===== src/hdl/uart_pkg.sv =====
`timescale 1ns / 1ps

package uart_pkg;

    localparam logic [7:0] DIVIDER_RESET = 8'd103;
    localparam logic [7:0] RX_MSB_SET    = 8'h80;
    localparam logic [2:0] BIT_LAST      = 3'd7;

    typedef enum logic [1:0] {
        TX_IDLE,
        TX_DATA,
        TX_STOP,
        TX_FINISH
    } tx_state_t;

    typedef enum logic [1:0] {
        RX_IDLE,
        RX_START,
        RX_DATA,
        RX_STOP
    } rx_state_t;

endpackage


===== src/hdl/uart_ifs.sv =====
`timescale 1ns / 1ps

// one timer tick request
interface uart_tick_if;
    logic       valid;
    logic       ready;
    logic       rx_line;
    logic       tx_write;
    logic [7:0] tx_byte;
    logic       rx_pop;

    modport source (output valid, rx_line, tx_write, tx_byte, rx_pop, input ready);
    modport sink   (input valid, rx_line, tx_write, tx_byte, rx_pop, output ready);
endinterface

// status request returned for every tick
interface uart_status_if;
    logic       valid;
    logic       ready;
    logic       tx_line;
    logic       tx_hold_empty;
    logic       tx_all_done;
    logic [7:0] rx_byte;
    logic       rx_byte_valid;
    logic       rx_fifo_empty;
    logic       rx_overflow;

    modport source (output valid, tx_line, tx_hold_empty, tx_all_done, rx_byte,
                    rx_byte_valid, rx_fifo_empty, rx_overflow, input ready);
    modport sink   (input valid, tx_line, tx_hold_empty, tx_all_done, rx_byte,
                    rx_byte_valid, rx_fifo_empty, rx_overflow, output ready);
endinterface


===== src/hdl/uart_8n1_transceiver_rx_fifo.sv =====
`timescale 1ns / 1ps

// Channel   Dir  Handshake     Payload
// tick      in   valid/ready   rx_line, tx_write, tx_byte[7:0], rx_pop
// status    out  valid/ready   tx_line, tx_hold_empty, tx_all_done, rx_byte[7:0],
//                              rx_byte_valid, rx_fifo_empty, rx_overflow
// cfg       in   write enable  bit_divider_wdata[7:0]
//
// One tick request per clock unless stalled, one status request per tick,
// registered into the status register on acceptance; the whole tick update is one
// pass of logic from the state registers to themselves and to the status register.
// The status register frees the input side: a tick is taken while the last
// status is taken in the same cycle; only a held, untaken status stalls tick.
// Reset (rst_n, async low) idles both machines, empties the FIFO and loads
// the divider with 103. No clearing pass: FIFO entries are read only once
// written. The FIFO read port is registered straight into rx_byte.

module uart_8n1_transceiver_rx_fifo #(
    parameter int FIFO_DEPTH = 16
) (
    input  logic                clk,
    input  logic                rst_n,
    uart_tick_if.sink           tick,
    uart_status_if.source       status,
    input  logic                bit_divider_we,
    input  logic [7:0]          bit_divider_wdata
);
    import uart_pkg::*;

    localparam int AW = (FIFO_DEPTH > 1) ? $clog2(FIFO_DEPTH) : 1;
    localparam int CW = $clog2(FIFO_DEPTH + 1);
    localparam logic [AW-1:0] LAST_IDX = AW'(FIFO_DEPTH - 1);
    localparam logic [CW-1:0] FULL_CNT = CW'(FIFO_DEPTH);

    // ---------------- state ----------------
    logic [7:0]    bit_divider_reg;
    logic [7:0]    tick_count_reg, tick_count_next;

    tx_state_t     tx_state_reg, tx_state_next;
    logic [2:0]    tx_bit_reg, tx_bit_next;
    logic [7:0]    tx_shift_reg, tx_shift_next;
    logic [7:0]    tx_hold_reg, tx_hold_next;
    logic          tx_hold_free_reg, tx_hold_free_next;
    logic          tx_done_reg, tx_done_next;
    logic          tx_pin_reg, tx_pin_next;

    rx_state_t     rx_state_reg, rx_state_next, rx_mid;
    logic [2:0]    rx_bit_reg, rx_bit_next;
    logic [7:0]    rx_shift_reg, rx_shift_next;
    logic [7:0]    rx_sample_reg, rx_sample_next;
    logic          rx_prev_reg;

    logic [7:0]    fifo_mem [FIFO_DEPTH];
    logic [AW-1:0] fifo_head_reg, fifo_head_next;
    logic [AW-1:0] fifo_tail_reg, fifo_tail_next;
    logic [CW-1:0] fifo_count_reg, fifo_count_next, fifo_count_mid;

    // status register
    logic          out_valid_reg;
    logic          out_tx_line_reg, out_hold_empty_reg, out_all_done_reg;
    logic [7:0]    out_rx_byte_reg;
    logic          out_rx_valid_reg, out_fifo_empty_reg, out_overflow_reg;

    // ---------------- control ----------------
    logic       acc, wrap, rx_hit, rx_fall;
    logic       push, push_ok, pop_ok, overflow;
    logic [8:0] half_sum;

    assign tick.ready = !out_valid_reg || status.ready;
    assign acc        = tick.valid && tick.ready;

    // counters above a lowered divider also count as the wrap tick
    assign wrap   = tick_count_reg >= bit_divider_reg;
    // a sample point beyond the divider falls back to the wrap tick
    assign rx_hit = (rx_state_reg != RX_IDLE) &&
                    ((tick_count_reg == rx_sample_reg) ||
                     (wrap && (rx_sample_reg > bit_divider_reg)));

    // receiver next state: sample first, then start-edge detection
    always_comb
    begin
        rx_mid = rx_state_reg;
        if (rx_hit)
        begin
            case (rx_state_reg)
                RX_START: rx_mid = tick.rx_line ? RX_IDLE : RX_DATA;
                RX_DATA:  rx_mid = (rx_bit_reg == BIT_LAST) ? RX_STOP : RX_DATA;
                RX_STOP:  rx_mid = RX_IDLE;
                default:  rx_mid = RX_IDLE;
            endcase
        end
        rx_fall       = (rx_mid == RX_IDLE) && rx_prev_reg && !tick.rx_line;
        rx_state_next = rx_fall ? RX_START : rx_mid;
    end

    // receiver datapath
    always_comb
    begin
        rx_bit_next    = rx_bit_reg;
        rx_shift_next  = rx_shift_reg;
        rx_sample_next = rx_sample_reg;
        push           = 1'b0;
        if (rx_hit)
        begin
            case (rx_state_reg)
                RX_START: rx_bit_next = '0;
                RX_DATA:
                begin
                    rx_shift_next = (rx_shift_reg >> 1) | (tick.rx_line ? RX_MSB_SET : 8'h00);
                    rx_bit_next   = rx_bit_reg + 3'd1;
                end
                RX_STOP:  push = tick.rx_line;
                default:  push = 1'b0;
            endcase
        end
        // half a bit ahead, kept at 9 bits and folded back once
        half_sum = {1'b0, tick_count_reg} + {2'b00, bit_divider_reg[7:1]};
        if (half_sum >= {1'b0, bit_divider_reg})
        begin
            half_sum = half_sum - {1'b0, bit_divider_reg};
        end
        if (half_sum > {1'b0, bit_divider_reg})
        begin
            half_sum = '0;
        end
        if (rx_fall)
        begin
            rx_sample_next = half_sum[7:0];
        end
    end

    // transmitter next state, steps on the wrap tick only
    always_comb
    begin
        tx_state_next = tx_state_reg;
        if (wrap)
        begin
            case (tx_state_reg)
                TX_IDLE:   tx_state_next = tx_hold_free_reg ? TX_IDLE : TX_DATA;
                TX_DATA:   tx_state_next = (tx_bit_reg == BIT_LAST) ? TX_STOP : TX_DATA;
                TX_STOP:   tx_state_next = TX_FINISH;
                TX_FINISH: tx_state_next = TX_IDLE;
                default:   tx_state_next = TX_IDLE;
            endcase
        end
    end

    // transmitter datapath and holding register
    always_comb
    begin
        tx_bit_next       = tx_bit_reg;
        tx_shift_next     = tx_shift_reg;
        tx_hold_next      = tx_hold_reg;
        tx_hold_free_next = tx_hold_free_reg;
        tx_done_next      = tx_done_reg;
        tx_pin_next       = tx_pin_reg;
        if (wrap)
        begin
            case (tx_state_reg)
                TX_IDLE:
                begin
                    if (!tx_hold_free_reg)
                    begin
                        tx_pin_next       = 1'b0;
                        tx_shift_next     = tx_hold_reg;
                        tx_bit_next       = '0;
                        tx_hold_free_next = 1'b1;
                        tx_done_next      = 1'b0;
                    end
                end
                TX_DATA:
                begin
                    tx_pin_next   = tx_shift_reg[0];
                    tx_shift_next = tx_shift_reg >> 1;
                    tx_bit_next   = tx_bit_reg + 3'd1;
                end
                TX_STOP:   tx_pin_next  = 1'b1;
                TX_FINISH: tx_done_next = 1'b1;
                default:   tx_done_next = 1'b1;
            endcase
        end
        // load after the step, so a byte moved out frees the slot this tick
        if (tick.tx_write && tx_hold_free_next)
        begin
            tx_hold_next      = tick.tx_byte;
            tx_hold_free_next = 1'b0;
        end
    end

    assign tick_count_next = wrap ? 8'd0 : tick_count_reg + 8'd1;

    // FIFO: pop before push
    always_comb
    begin
        pop_ok         = tick.rx_pop && (fifo_count_reg != '0);
        fifo_head_next = fifo_head_reg;
        fifo_tail_next = fifo_tail_reg;
        fifo_count_mid = fifo_count_reg;
        if (pop_ok)
        begin
            fifo_head_next = (fifo_head_reg == LAST_IDX) ? '0 : fifo_head_reg + 1'b1;
            fifo_count_mid = fifo_count_reg - 1'b1;
        end
        push_ok  = push && (fifo_count_mid != FULL_CNT);
        overflow = push && !push_ok;
        fifo_count_next = fifo_count_mid;
        if (push_ok)
        begin
            fifo_tail_next  = (fifo_tail_reg == LAST_IDX) ? '0 : fifo_tail_reg + 1'b1;
            fifo_count_next = fifo_count_mid + 1'b1;
        end
    end

    // ---------------- registers ----------------
    always_ff @(posedge clk or negedge rst_n)
    begin
        if (!rst_n)
        begin
            bit_divider_reg <= DIVIDER_RESET;
        end
        else if (bit_divider_we)
        begin
            bit_divider_reg <= bit_divider_wdata;
        end
    end

    always_ff @(posedge clk or negedge rst_n)
    begin
        if (!rst_n)
        begin
            tick_count_reg   <= '0;
            tx_state_reg     <= TX_IDLE;
            tx_bit_reg       <= '0;
            tx_shift_reg     <= '0;
            tx_hold_reg      <= '0;
            tx_hold_free_reg <= 1'b1;
            tx_done_reg      <= 1'b1;
            tx_pin_reg       <= 1'b1;
            rx_state_reg     <= RX_IDLE;
            rx_bit_reg       <= '0;
            rx_shift_reg     <= '0;
            rx_sample_reg    <= '0;
            rx_prev_reg      <= 1'b1;
            fifo_head_reg    <= '0;
            fifo_tail_reg    <= '0;
            fifo_count_reg   <= '0;
        end
        else if (acc)
        begin
            tick_count_reg   <= tick_count_next;
            tx_state_reg     <= tx_state_next;
            tx_bit_reg       <= tx_bit_next;
            tx_shift_reg     <= tx_shift_next;
            tx_hold_reg      <= tx_hold_next;
            tx_hold_free_reg <= tx_hold_free_next;
            tx_done_reg      <= tx_done_next;
            tx_pin_reg       <= tx_pin_next;
            rx_state_reg     <= rx_state_next;
            rx_bit_reg       <= rx_bit_next;
            rx_shift_reg     <= rx_shift_next;
            rx_sample_reg    <= rx_sample_next;
            rx_prev_reg      <= tick.rx_line;
            fifo_head_reg    <= fifo_head_next;
            fifo_tail_reg    <= fifo_tail_next;
            fifo_count_reg   <= fifo_count_next;
        end
    end

    // FIFO storage; read data lands directly in the status register
    always_ff @(posedge clk)
    begin
        if (acc && push_ok)
        begin
            fifo_mem[fifo_tail_reg] <= rx_shift_reg;
        end
        if (acc)
        begin
            out_rx_byte_reg <= pop_ok ? fifo_mem[fifo_head_reg] : 8'h00;
        end
    end

    always_ff @(posedge clk or negedge rst_n)
    begin
        if (!rst_n)
        begin
            out_valid_reg <= 1'b0;
        end
        else if (acc)
        begin
            out_valid_reg <= 1'b1;
        end
        else if (status.ready)
        begin
            out_valid_reg <= 1'b0;
        end
    end

    always_ff @(posedge clk)
    begin
        if (acc)
        begin
            out_tx_line_reg    <= tx_pin_next;
            out_hold_empty_reg <= tx_hold_free_next;
            out_all_done_reg   <= tx_done_next;
            out_rx_valid_reg   <= pop_ok;
            out_fifo_empty_reg <= (fifo_count_next == '0);
            out_overflow_reg   <= overflow;
        end
    end

    assign status.valid         = out_valid_reg;
    assign status.tx_line       = out_tx_line_reg;
    assign status.tx_hold_empty = out_hold_empty_reg;
    assign status.tx_all_done   = out_all_done_reg;
    assign status.rx_byte       = out_rx_byte_reg;
    assign status.rx_byte_valid = out_rx_valid_reg;
    assign status.rx_fifo_empty = out_fifo_empty_reg;
    assign status.rx_overflow   = out_overflow_reg;

    // ---------------- assertions ----------------
    a_count_range: assert property (@(posedge clk) disable iff (!rst_n)
        fifo_count_reg <= FULL_CNT)
        else $error("FIFO count beyond depth");

    a_ptrs_meet: assert property (@(posedge clk) disable iff (!rst_n)
        (fifo_count_reg == '0 || fifo_count_reg == FULL_CNT) |->
            fifo_head_reg == fifo_tail_reg)
        else $error("FIFO pointers disagree with count");

    a_ovf_full: assert property (@(posedge clk) disable iff (!rst_n)
        (out_valid_reg && out_overflow_reg) |-> fifo_count_reg == FULL_CNT)
        else $error("overflow flagged with room in FIFO");

    a_empty_flag: assert property (@(posedge clk) disable iff (!rst_n)
        out_valid_reg |-> (out_fifo_empty_reg == (fifo_count_reg == '0)))
        else $error("empty flag disagrees with FIFO count");

    a_wrap_clears: assert property (@(posedge clk) disable iff (!rst_n)
        (acc && wrap) |=> tick_count_reg == 8'd0)
        else $error("tick counter failed to wrap");

endmodule


===== src/flat_wrapper.sv =====
// flat-port wrapper written by rule: the top's interface ports become plain ports
module uart_8n1_transceiver_rx_fifo_flat import uart_pkg::*;
#(
    parameter int FIFO_DEPTH = 16
)
  (clk, rst_n, bit_divider_we, bit_divider_wdata, tick_valid, tick_rx_line, tick_tx_write, tick_tx_byte, tick_rx_pop, tick_ready, status_valid, status_tx_line, status_tx_hold_empty, status_tx_all_done, status_rx_byte, status_rx_byte_valid, status_rx_fifo_empty, status_rx_overflow, status_ready);
  uart_tick_if tick_i ();
  uart_status_if status_i ();
  input  logic clk;
  input  logic rst_n;
  input  logic bit_divider_we;
  input  logic [7:0] bit_divider_wdata;
  input wire logic [$bits(tick_i.valid)-1:0] tick_valid;
  input wire logic [$bits(tick_i.rx_line)-1:0] tick_rx_line;
  input wire logic [$bits(tick_i.tx_write)-1:0] tick_tx_write;
  input wire logic [$bits(tick_i.tx_byte)-1:0] tick_tx_byte;
  input wire logic [$bits(tick_i.rx_pop)-1:0] tick_rx_pop;
  output wire logic [$bits(tick_i.ready)-1:0] tick_ready;
  output wire logic [$bits(status_i.valid)-1:0] status_valid;
  output wire logic [$bits(status_i.tx_line)-1:0] status_tx_line;
  output wire logic [$bits(status_i.tx_hold_empty)-1:0] status_tx_hold_empty;
  output wire logic [$bits(status_i.tx_all_done)-1:0] status_tx_all_done;
  output wire logic [$bits(status_i.rx_byte)-1:0] status_rx_byte;
  output wire logic [$bits(status_i.rx_byte_valid)-1:0] status_rx_byte_valid;
  output wire logic [$bits(status_i.rx_fifo_empty)-1:0] status_rx_fifo_empty;
  output wire logic [$bits(status_i.rx_overflow)-1:0] status_rx_overflow;
  input wire logic [$bits(status_i.ready)-1:0] status_ready;
  assign tick_i.valid = tick_valid;
  assign tick_i.rx_line = tick_rx_line;
  assign tick_i.tx_write = tick_tx_write;
  assign tick_i.tx_byte = tick_tx_byte;
  assign tick_i.rx_pop = tick_rx_pop;
  assign tick_ready = tick_i.ready;
  assign status_valid = status_i.valid;
  assign status_tx_line = status_i.tx_line;
  assign status_tx_hold_empty = status_i.tx_hold_empty;
  assign status_tx_all_done = status_i.tx_all_done;
  assign status_rx_byte = status_i.rx_byte;
  assign status_rx_byte_valid = status_i.rx_byte_valid;
  assign status_rx_fifo_empty = status_i.rx_fifo_empty;
  assign status_rx_overflow = status_i.rx_overflow;
  assign status_i.ready = status_ready;
  uart_8n1_transceiver_rx_fifo #(.FIFO_DEPTH(FIFO_DEPTH)) u_core (.clk(clk), .rst_n(rst_n), .tick(tick_i), .status(status_i), .bit_divider_we(bit_divider_we), .bit_divider_wdata(bit_divider_wdata));
endmodule

===== config.mk =====
export PLATFORM = sky130hd
export DESIGN_NAME = uart_8n1_transceiver_rx_fifo_flat
export DESIGN_NICKNAME = d
export VERILOG_FILES = /design/src/hdl/uart_pkg.sv /design/src/hdl/uart_ifs.sv /design/src/hdl/uart_8n1_transceiver_rx_fifo.sv /design/src/flat_wrapper.sv
export SDC_FILE = /design/constraint.sdc
export NUM_CORES = 1
export LEC_CHECK = 0
export BUFFER_PORTS_ARGS = -buffer_cell sky130_fd_sc_hd__buf_2
export CAP_MARGIN = 0
export CORE_ASPECT_RATIO = 1.25
export CORE_MARGIN = 2
export CORE_UTILIZATION = 45
export CTS_CLUSTER_SIZE = 28
export DETAILED_ROUTE_END_ITERATION = 10
export PLACE_DENSITY_LB_ADDON = 0.25
export SLEW_MARGIN = 20
export SYNTH_ARGS = -nofsm -noshare
export SYNTH_HDL_FRONTEND = slang
export SYNTH_SLANG_ARGS = --single-unit

===== constraint.sdc =====
create_clock -name clk -period 6 [get_ports clk]
set_clock_uncertainty 0.2 [all_clocks]
set_input_delay 1.8 -clock clk [delete_from_list [all_inputs] [get_ports clk]]
set_output_delay 1.8 -clock clk [all_outputs]
set_load 0.005 [all_outputs]

Yosys cells after proc, flatten, opt, wreduce, memory -nomap -nowiden
Memories as Yosys holds them, arrays and structs flattened. A register that Yosys moved wholly into a read port is not among the register bits.
Cells that the tools add are included.
{"block": "totals", "regBits": 82, "latch_bits": 0, "ram_bits": 128, "romBits": 0, "input_bits": 24, "output_inout_bits": 16, "word_cells": 120, "mem_count": 1}
{"name": "u_core.fifo_mem", "depth": 16, "word_bits": 8, "rd": 1, "rd_clocked_by_memory_dff": 1, "write_ports": 1, "line_no": "uart_8n1_transceiver_rx_fifo.sv:53", "text": "logic [7:0] fifo_mem [FIFO_DEPTH];"}
{"block": "op_classes", "add_sub_neg": 9, "multipliers": 0, "div_mod_pow": 0, "order_cmp": 4, "n_eq_ne": 13, "shift": 0, "n_mux": 36, "bitwise": 1, "n_reduce_logical": 32}
{"operator": "two-way mux 8 bit", "n": 4}
{"operator": "one-hot mux 8 bit (2 select lines)", "n": 1}
{"operator": "two-way mux 1 bit", "n": 15}
{"operator": "one-hot mux 3 bit (2 select lines)", "n": 2}
{"operator": "logical AND 1 bit", "n": 10}
{"operator": "two-way mux 5 bit", "n": 2}
{"operator": "AND reduction 2 bit", "n": 5}
{"operator": "adder 8 x 7 -> 9 bit", "n": 1}
{"operator": "greater-or-equal comparator 9 x 8 -> 1 bit", "n": 1}
{"operator": "greater-than comparator 9 x 8 -> 1 bit", "n": 1}
{"operator": "two-way mux 9 bit", "n": 1}
{"operator": "subtractor 9 x 8 -> 9 bit", "n": 1}
{"operator": "adder 4 x 1 -> 4 bit, second input constant", "n": 2}
{"operator": "adder 8 x 1 -> 8 bit, second input constant", "n": 1}
{"operator": "== test 2 bit, second input constant", "n": 4}
{"operator": "== test 4 bit, second input constant", "n": 2}
{"operator": "== test 8 bit", "n": 1}
{"operator": "greater-or-equal comparator 8 bit", "n": 1}
{"operator": "greater-than comparator 8 bit", "n": 1}
{"operator": "two-way mux 2 bit", "n": 4}
{"operator": "two-way mux 4 bit", "n": 2}
{"operator": "bitwise OR 7 x 8 -> 8 bit", "n": 1}
{"operator": "one-hot mux 2 bit (4 select lines)", "n": 1}
{"operator": "nonzero test 2 bit", "n": 4}
{"operator": "18 further kinds", "n": 27}

Depth between registers and ports, before layout
{"block": "depth", "depth_word": 9, "mapped_depth": 23, "mapped_depth_nobuf": 22}

Worst setup path before layout
Ideal clock, no wire load.
{"block": "synth_path", "kind": "register to register", "start": "register u_core.tick_count_reg[0]", "end": "register u_core.rx_sample_reg[1]", "setup_time_ps": 66, "t_arrival_ps": 4310, "required_time_ps": 5734, "setup_slack_ps": 1424, "path_stages_with_launch": 23, "path_buffers": 1, "period_less_slack_ps": 4576, "cell_sequence": "dfrtp_1 ha_1 fa_1 a21oi_1 o21ai_0 o21a_1 nor2_1 xnor2_1 ha_1 nand4_1 nor2_1 nor3_1 o21a_1 buf_2 mux2i_1 ha_1 nor2b_1 o211ai_1 nand3_1 a21oi_1 o221ai_1 a21oi_2 a22o_1"}
{"block": "synth_between", "elab_chain_len": 9, "elab_cells_between_ends": 16, "cone_classes": "add/sub (2); order compare (3); eq/ne (1); mux (3); reduce/logical (7)"}
{"element": "from (decl)", "line_no": "uart_8n1_transceiver_rx_fifo.sv:37", "text": "logic [7:0] tick_count_reg, tick_count_next;"}
{"element": "from (signal assigned)", "line_no": "uart_8n1_transceiver_rx_fifo.sv:250", "text": "tick_count_reg <= tick_count_next;"}
{"element": "parallel branches: the longest is 9 deep, another holds adder 8 x 7 -> 9 bit"}
{"element": "to (signal assigned)", "line_no": "uart_8n1_transceiver_rx_fifo.sv:261", "text": "rx_sample_reg <= rx_sample_next;"}
{"element": "to (decl)", "line_no": "uart_8n1_transceiver_rx_fifo.sv:50", "text": "logic [7:0] rx_sample_reg, rx_sample_next;"}
Parallel ways; which one is timed is not known.
A chain may end at the register's enable or synchronous reset.

Final worst setup path
{"block": "layout_path", "start": "register u_core.tick_count_reg[0]", "end": "register u_core.rx_sample_reg[3]"}
Same word-level chain as after synthesis.

==> summary.txt <==
Run status
  – Outcome: finished clean

Synth
  – Area leader, netlist: edfxtp_1
  – #FFs+latches synth: 218
  – Yosys warning total: 0
  – Post-synthesis sequential area ratio: 0.587
  – Avg Synthesized Cell Area: about 14 um2
  – Syn nets: about 850
  – Mapped Area: around 11000 um2
  – Synth top area share: 0.405
  – Top post-synthesis cells by area: edfxtp_1 (41%), dfrtp_1 (16%), mux4_2 (8.6%)
  – Async SR Flop Fraction: 0.349
  – EDFF count, synth: about 140
  – Netlist cell types: 59
  – Post-Syn Instances: about 760
  – Prevailing post-synth register cell: edfxtp_1

Floorplanning
  – Full die area: between 20000 and 25000 um2
  – FP Rows: a little over 60
  – Die Ht: 175 um
  – Starting density of the core: 0.458
  – Horiz. Die Dim: approximately 140 um
  – Core ar.: between 20000 and 25000 um2
  – I/O pin count: 40

Global routing
  – Vias in the first global route: 6653
  – Overall Global Routing Usage: 0.186
  – First-pass GRT wire length: about 36000 um
  – Grt total ovfl: 0
  – Largest net degree at the start of global routing: 77
  – Antenna violations before repair: 0

Detailed routing
  – Vias per inst: between 5 and 6
  – 1st-iter DRT viols: between 300 and 400
  – DRT Pass-1 Iters: 8
  – Met2 Wirelength: between 10000 and 15000 um
  – Top layer in use: met4
  – ANT nets after route: 0
  – Met3 routed WL: between 700 and 800 um
  – Residual DRC: 0
  – Avg WL per Cell: roughly 20 um
  – Final WL: roughly 22000 um
  – Routed met1 length: around 9000 um
  – Via count: between 6k and 7k

Setup path
  – Crit path DAT: approximately 5.6 ns
  – Slowest stage cell, crit path: dfrtp_1
  – CP bufs+invs: 0
  – CP Capture Type: flop
  – CP startpoint kind: flop
  – WS Path Type: flop to flop
  – Worst R2R Path Depth: 20
  – Cell mode on critical path: ha_1
  – Slowest stage delay, CP: 0.47 ns
  – CP Cell Sequence: ha_1, fa_1, a21oi_1, o21ai_0, o21a_1, nor2_1, xnor2_1, ha_1, nand4_1, nor2_1, nor3_1, o21a_1, mux2_2, ha_1, a211oi_1, nand3_1, a21oi_1, o221ai_1, a21oi_2, a22o_1
  – Worst-path fanout max: 12
  – Critical Path Stages: 20
  – Critical Path RT: around 6.2 ns
  – CP top delay family: compound AO/OA/AOI/OAI gates

STA
  – Worst setup margin: 0.631 ns
  – Final Critical Period: ~5.4 ns
  – Tcrit/Tclk final: 0.895
  – Worst-Margin Slew: roughly 1 ns
  – Final Hold Viols: 0
  – Final Max Slew Viols: 0
  – Hold WS: ~0.27 ns
  – Max Clk Rate: about 190 MHz
  – Max-slew headroom: 0.331
  – TNS Setup: 0 ns
  – RSZ-0062 raised after global routing: no
  – Final setup vio count: 0

Final layout
  – Fin util: 0.511
  – NumNets Final: around 900
  – Share of cells above drive strength 1: 0.205
  – Biggest register: u_core.fifo_mem
  – Largest register FFs: roughly 130
  – Number of diodes: 0
  – Synthesis-to-finish area growth: 11.4%

Min path
  – Hold Path Depth: 2
  – HP Class: flop to flop

Clocking
  – Post_cts resized: 0
  – Worst skew pair latency: 0.52 ns
  – Clk root buf: clkbuf_16
  – Max clock buf depth: 3
  – Clock tree sinks: 218
  – H-tree levels: 1
  – Clock slew at reported path FFs: ~0.06 ns
  – CTS tree: yes
  – Cts hold-fix bufs: 0
  – Total CTS buffers: 22
  – Post-CTS setup buffers: 0

Pwr
  – Leak Pwr: 4.61 nW
  – Power per cell area: approximately 430 nW/um2
  – Maximum vdd drop: about 320 uV

Place
  – GPL Wtd Cong: ~0.92
  – Number of I/O port buffers: 39
  – Post-place setup slack: between 0.6 and 0.7 ns
  – Post-detail-place hpwl: between 15000 and 20000 um

Job
  – Max-cap violations: 0
## metal layers
layer  track usage  up-vias
li1              -     2969
met1         0.226     3165
met2         0.350      134
met3        0.0200       35
met4        0.0492        0
met5             0        -
## cell families after synthesis
| kind of cell | count (synthesis) | synth area share |
|---|---|---|
| compound gates | 130 | 0.0789 |
| fa+ha+maj | 62 | 0.0751 |
| mux | 78 | 0.125 |
| simple gates | 194 | 0.0930 |
| buf+inv | 52 | 0.0203 |
| flops | 218 | 0.587 |
| xor+xnor | 25 | 0.0208 |
## cell usage after synthesis, types with 2 or more instances
| master | instances |
|---|---|
| nor4b_1 | 2 |
| dfstp_2 | 9 |
| xnor2_1 | 12 |
| and3_1 | 2 |
| o31a_1 | 3 |
| inv_1 | 29 |
| a21o_1 | 4 |
| nor4_1 | 5 |
| o21a_1 | 7 |
| nand4_1 | 10 |
| nor2b_1 | 9 |
| buf_1 | 4 |
| edfxtp_1 | 142 |
| or2_2 | 2 |
| fa_1 | 2 |
| nand3b_1 | 2 |
| a31oi_1 | 5 |
| nor3_1 | 11 |
| a21oi_2 | 2 |
| dfrtp_1 | 67 |
| a22o_1 | 10 |
| ha_1 | 60 |
| o31ai_2 | 2 |
| a21oi_1 | 24 |
| mux2i_1 | 12 |
| mux4_2 | 40 |
| and2_1 | 25 |
| o31ai_1 | 8 |
| and2_0 | 2 |
| o21ai_0 | 51 |
| buf_6 | 2 |
| xor2_1 | 13 |
| nand2b_1 | 9 |
| nor2_1 | 29 |
| buf_2 | 3 |
| nand2_1 | 62 |
| nand3_1 | 16 |
| clkbuf_1 | 13 |
| o211ai_1 | 4 |
| mux2_2 | 26 |
## power breakdown
part	internal [mW]	switching, mW	leakage [nW]	total, mW
sequential	1.79	0.202	2.30	1.99
clock	0.732	0.599	0.341	1.33
combinational	0.795	0.941	1.96	1.74
## worst paths after layout
path | startpoint | to | slack [ns]
min in group asynchronous | rst_n | u_core.bit_divider_reg[7] | 1.13
max in group asynchronous | rst_n | u_core.fifo_head_reg[0] | 3.97
worst max-delay path | u_core.tick_count_reg[0] | u_core.rx_sample_reg[3] | 0.63
worst max register to register | u_core.tick_count_reg[0] | u_core.rx_sample_reg[3] | 0.63
worst min-delay path | u_core.tx_pin_reg | u_core.tx_pin_reg | 0.27
worst min register to register | u_core.tx_pin_reg | u_core.tx_pin_reg | 0.27
## final cells by class
class | count | area [um2]
clock buffer | 24 | 558
clock inverter | 16 | 153
fill | 1922 | 11200
inverter | 30 | 113
multi-input combinational | 489 | 4130
sequential | 218 | 6180
tap | 288 | 360
timing repair buffer | 43 | 231
## metrics by stage
step           power [mW]  instances  cell area [um2]
5_1_grt              5.38       1108            11700
3_3_place_gp         3.66       1068            11000
3_5_place_dp         3.75       1068            11000
6_report             5.05       1108            11700
2_1_floorplan        3.31        759            10500
4_1_cts              5.09       1108            11700
## placed cells by master, fill, tap and decap left out, drive strengths merged, types with 7 or more instances in the layout
master,n
clkinv,12
mux2,26
nor2,29
edfxtp,142
ha,60
a21oi,26
inv,31
o31ai,10
mux2i,12
nor3,11
nor2b,9
dfstp,9
nand3,16
and2,28
xor2,13
nand4,10
o21a,7
a22o,10
mux4,40
dfrtp,67
nand2b,9
o21ai,51
xnor2,12
buf,43
clkbuf,24
nand2,63
## worst register-to-register path: cells and delay by family, from the launching register on
family | cells | cell delay, ns
XOR/XNOR | 1 | 0.16
multiplexers | 1 | 0.41
AO/OA/AOI/OAI | 9 | 2.11
adder cells (fa/ha/maj) | 4 | 1.32
AND/OR/NAND/NOR | 5 | 0.62
flip-flops | 1 | 0.47
Note: power is estimated with default switching activity, not from simulation.
